==> src/assert_macros.svh <==
// Assertion macros shared by the RTL of the decoder.
`ifndef ASSERT_MACROS_SVH
`define ASSERT_MACROS_SVH
`ifndef SYNTHESIS
`define ASSERT_CLK(lbl, prop) \
  lbl: assert property (@(posedge clk) disable iff (rst) prop) else $error("assertion failed");
`define ASSERT_NEVER(lbl, expr) \
  lbl: assert property (@(posedge clk) disable iff (rst) !(expr)) else $error("forbidden state");
`else
`define ASSERT_CLK(lbl, prop)
`define ASSERT_NEVER(lbl, expr)
`endif
`endif

==> src/rcl_ram.sv <==
// Generic single write port RAM with one registered read port.
module rcl_ram #(
  parameter int WIDTH = 8,
  parameter int DEPTH = 256
) (
  input  logic                     clk,
  input  logic                     we,
  input  logic [$clog2(DEPTH)-1:0] waddr,
  input  logic [WIDTH-1:0]         wdata,
  input  logic                     re,
  input  logic [$clog2(DEPTH)-1:0] raddr,
  output logic [WIDTH-1:0]         rdata
);
  logic [WIDTH-1:0] mem [DEPTH];

  always_ff @(posedge clk) begin
    if (we) begin
      mem[waddr] <= wdata;
    end
    if (re) begin
      rdata <= mem[raddr];
    end
  end
endmodule

==> config.mk <==
export PLATFORM = sky130hd
export DESIGN_NAME = rcl_ram
export DESIGN_NICKNAME = d
export VERILOG_FILES = /design/src/assert_macros.svh /design/src/rcl_ram.sv
export SDC_FILE = /design/constraint.sdc
export NUM_CORES = 2
export LEC_CHECK = 0
export ABC_AREA = 1
export BUFFER_PORTS_ARGS = -buffer_cell sky130_fd_sc_hd__clkbuf_2
export CAP_MARGIN = 20
export CORE_MARGIN = 2
export CORE_UTILIZATION = 40
export DETAILED_ROUTE_END_ITERATION = 12
export PLACE_DENSITY = 0.63
export REMOVE_ABC_BUFFERS = 1
export SYNTH_ARGS = -nofsm -noshare
export SYNTH_HDL_FRONTEND = slang
export SYNTH_SLANG_ARGS = --single-unit
==> constraint.sdc <==
create_clock -name clk -period 4.5 [get_ports clk]
set_clock_uncertainty 0.15 [all_clocks]
set_input_delay 0.9 -clock clk [delete_from_list [all_inputs] [get_ports clk]]
set_output_delay 0.9 -clock clk [all_outputs]
set_load 0.02 [all_outputs]
* Word level (Yosys, flattened, before mapping) *
Memories as Yosys holds them, arrays and structs flattened. A register that Yosys moved wholly into a read port is not among the register bits.
Index checks and enable logic that the tools add are counted.

storage, ports and cells
  output and inout port bits = 8
  RAM bits = 2048
  word-level logic and storage cells = 3
  register bits = 0
  memories kept = 1

cells by class
  mux-type cells = 2

memories
  name  words  bits a word  read ports  clocked after memory_dff  wr ports  RTL line       source
  mem   256    8            1           1                         1         rcl_ram.sv:14  logic [WIDTH-1:0] mem [DEPTH];

operators by type and width
  kind               number
  1-bit two-way mux  2

* Depth between registers and ports, before layout *
  depth after elaboration = 2
  depth in mapped cells = 15
  depth with buffers taken out = 11

* Worst setup path after synthesis *
No wires, ideal clock.

  path type = input port to flip-flop
  start point = input port we
  end point = memory mem[162][0], enable pin
  setup time = 370 ps
  data required time = 3980 ps
  path slack = 1959 ps
  stages on the path = 4
  data arrival time = 2021 ps
  cell sequence = clkbuf_1 -> nand3_1 -> clkbuf_1 -> nor2_1

on the way
  cells in the longest elaborated chain, start to end = 2

ends and longest elaborated chain
  item                                     RTL line       source
  from (decl)                              rcl_ram.sv:7   input logic we,
  1-bit two-way mux                        rcl_ram.sv:17  if (we) begin
  1-bit two-way mux (implied by the code)  rcl_ram.sv:18  mem[waddr] <= wdata;
  to (decl)                                rcl_ram.sv:14

No other way between the ends.

==> results.toml <==
[status]
status = "complete, no violations"

[clock_network]
clk_path_buf_depth = 3
cts_buffers = 196
tritoncts = "built"
post_cts_buffers = 0
cts_resized = 0
htreeDepth = 4
postCtsHoldBufs = 0
cts.clk_slew.worst_paths_ps = 60
clock_sinks = 2056
cts_root_buffer = "clkbuf_16"
clkLatencyLatePin_ps = 870

[logic_synthesis]
syn-instance-count = 7003
ys_ff_latch = 2056
avgSynthCellArea_um2 = 11.92
synthXorXnorAreaFrac = 0
synth-simple-area-share = 0.2292
netlist_top_cells_area = "edfxtp_1 (74%), nand3_1 (12%), nand2_1 (9.5%), buf_2 (1.6%), nor2_1 (1.3%)"
yosysTopAreaCellShare = 0.7396
yosysUniqueCellTypes = 13
synth_fa_ha_area_frac = 0
synth_top_family_by_area = "simple AND/OR/NAND/NOR gates"
synth_compound_area_frac = 0
synth.area.mux_share = 0
yosys.area.top_type = "edfxtp_1"
synth-seq-area-share = 0.7396
synth_area_um2 = 83480
ys.warnings.count = 0

[timing]
setup_viol = 0
period_share = 0.7123
worstMarginPinSlew_ps = 1128
slew_violations = 0
relSlewSlack = 0.2474
finalCriticalPeriod_ps = 3205
hold_viol_final = 0
max_freq_mhz = 312.0
rsz0062_at_grt = "no"
fin_setup_tns_ps = 0

[power]
seqPwrFrac = 0.536
p_int_uw = 30370
p_switching_uw = 9084
clkPwrFrac = 0.402
p_per_area_nw_per_um2 = 422.6
ir_worst_vdd_mv = 0.4379
p_sw_frac = 0.2303
p_leak_uw = 0.03210
pwr-share-comb = 0.062
total_power_uw = 39450

[routing]
dr.first_iter.drc_count = 6794
wl_per_cell_um = 23.13
ant_nets = 0
first_pass_iters = 8
via_count = 54730
viasPerCell = 5.506
wirelength_um = 229900
drc_errors = 0

[finish]
fillers = 18650
finalNetCount = 7008
layout_commonest_cell = "nand2_1"
area_growth_syn_to_layout_pct = 11.84
layout-drive-gt1-share = 0.07336
layout_common_cells = "nand2_1 (2120), edfxtp_1 (2056), nand3_1 (2019), nor2_1 (283), clkbuf_16 (197)"

[floorplanning]
die_h_um = 460.8
start_util = 0.4027
dieArea_um2 = 212400
core_um2 = 207300
die_w_um = 460.8
rows = 167
ios = 35

[global_route]
grt_max_degree = 162
gr-usage-all-layers = 0.2142
antenna_found_initial = 13
first_global_vias = 52170
grt.overflow.total = 0
grt_pass1_wl_um = 341500

[setup_path]
path_class = "input port to register"
cp_max_fo = 60
arrival_ps = 3780
start_kind = "input port"
crit_path_end_kind = "register"
worstPathRequired_ps = 5080

[worst_hold_path]
min_path_type = "input port to register"

[placed_design]
gp_congestion = 0.8696
port_buffers = 34
hpwlAfterDp_um = 131100

[job]
maxCapViolCount = 0
[layout make-up]
type / count / area (µm²) / area share
multi-input combinational: 4425 / 19140 / 0.2051
clock buffer: 242 / 5099 / 0.05462
antenna: 9 / 22.52 / 0.0002412
tap: 2788 / 3488 / 0.03737
sequential: 2056 / 61740 / 0.6613
inverter: 39 / 180.2 / 0.001930
clock inverter: 118 / 1003 / 0.01075
timing repair buffer: 263 / 2680 / 0.02871
[cell families after synthesis]
group,count (synthesis)
buf+inv,522
simple gates,4425
flops,2056
[per-layer routing]
layer | routed length, µm | vias to the layer above | track usage
met2 | 108900 | 2445 | 0.3422
met1 | 92900 | 27010 | 0.2914
met4 | 9372 | 0 | 0.08661
li1 | - | 24830 | -
met5 | 0 | - | 0
met3 | 18730 | 441 | 0.03580
[cells in the mapped netlist]
master	number
inv_1	36
clkbuf_1	112
inv_2	2
buf_1	40
buf_6	16
buf_4	46
inv_4	1
nand2_1	2123
nor2_1	283
buf_2	268
buf_8	1
nand3_1	2019
edfxtp_1	2056
[path summary, 6_finish.rpt]
kind         cells past startpoint       end  slack, ps        start
max reg2reg                     10  rdata[5]       2250  mem[251][5]
min                              1  rdata[2]        340           re
max                             13  rdata[7]       1290     raddr[0]
min reg2reg                     10  rdata[5]        840   mem[44][5]
[through the flow]
step	hold slack, ps	worst slack, ps	std cells	instance area (µm²)	utilization
after detailed placement	857.2	422.6	9570	87210	0.4207
after floorplan	760.2	-2273	6520	81020	-
after CTS	277.5	1362	9930	93310	0.4502
final	337.8	1295	9940	93360	0.4504
after global routing	294.8	1236	9935	93340	0.4503
after global placement	877.0	458.8	9570	87210	0.4207
[power by group through the flow]
stage	Clock, µW	Combinational (µW)	Sequential, µW
global route	16700	2640	21100
finish	15900	2450	21100
floorplan	0	1120	21500
global placement	0	2410	21500
detailed placement	0	2430	21500
CTS	16000	2440	21100
[critical path, cell delays in order]
cell and delay (ps):
buf_8 360, buf_12 340, buf_4 540, nand2_1 100, nand3_1 100, nand3_1 150, nand3_1 130, nand3_1 190
nand3_1 300, nand3_1 100, nand2_1 150, nand2_1 160, nand2_1 100
[flip-flops by register name, indices dropped and copies added (netlist names)]
signal / cells
mem: 2048
rdata: 8
Note: power is estimated with default switching activity, not from simulation.
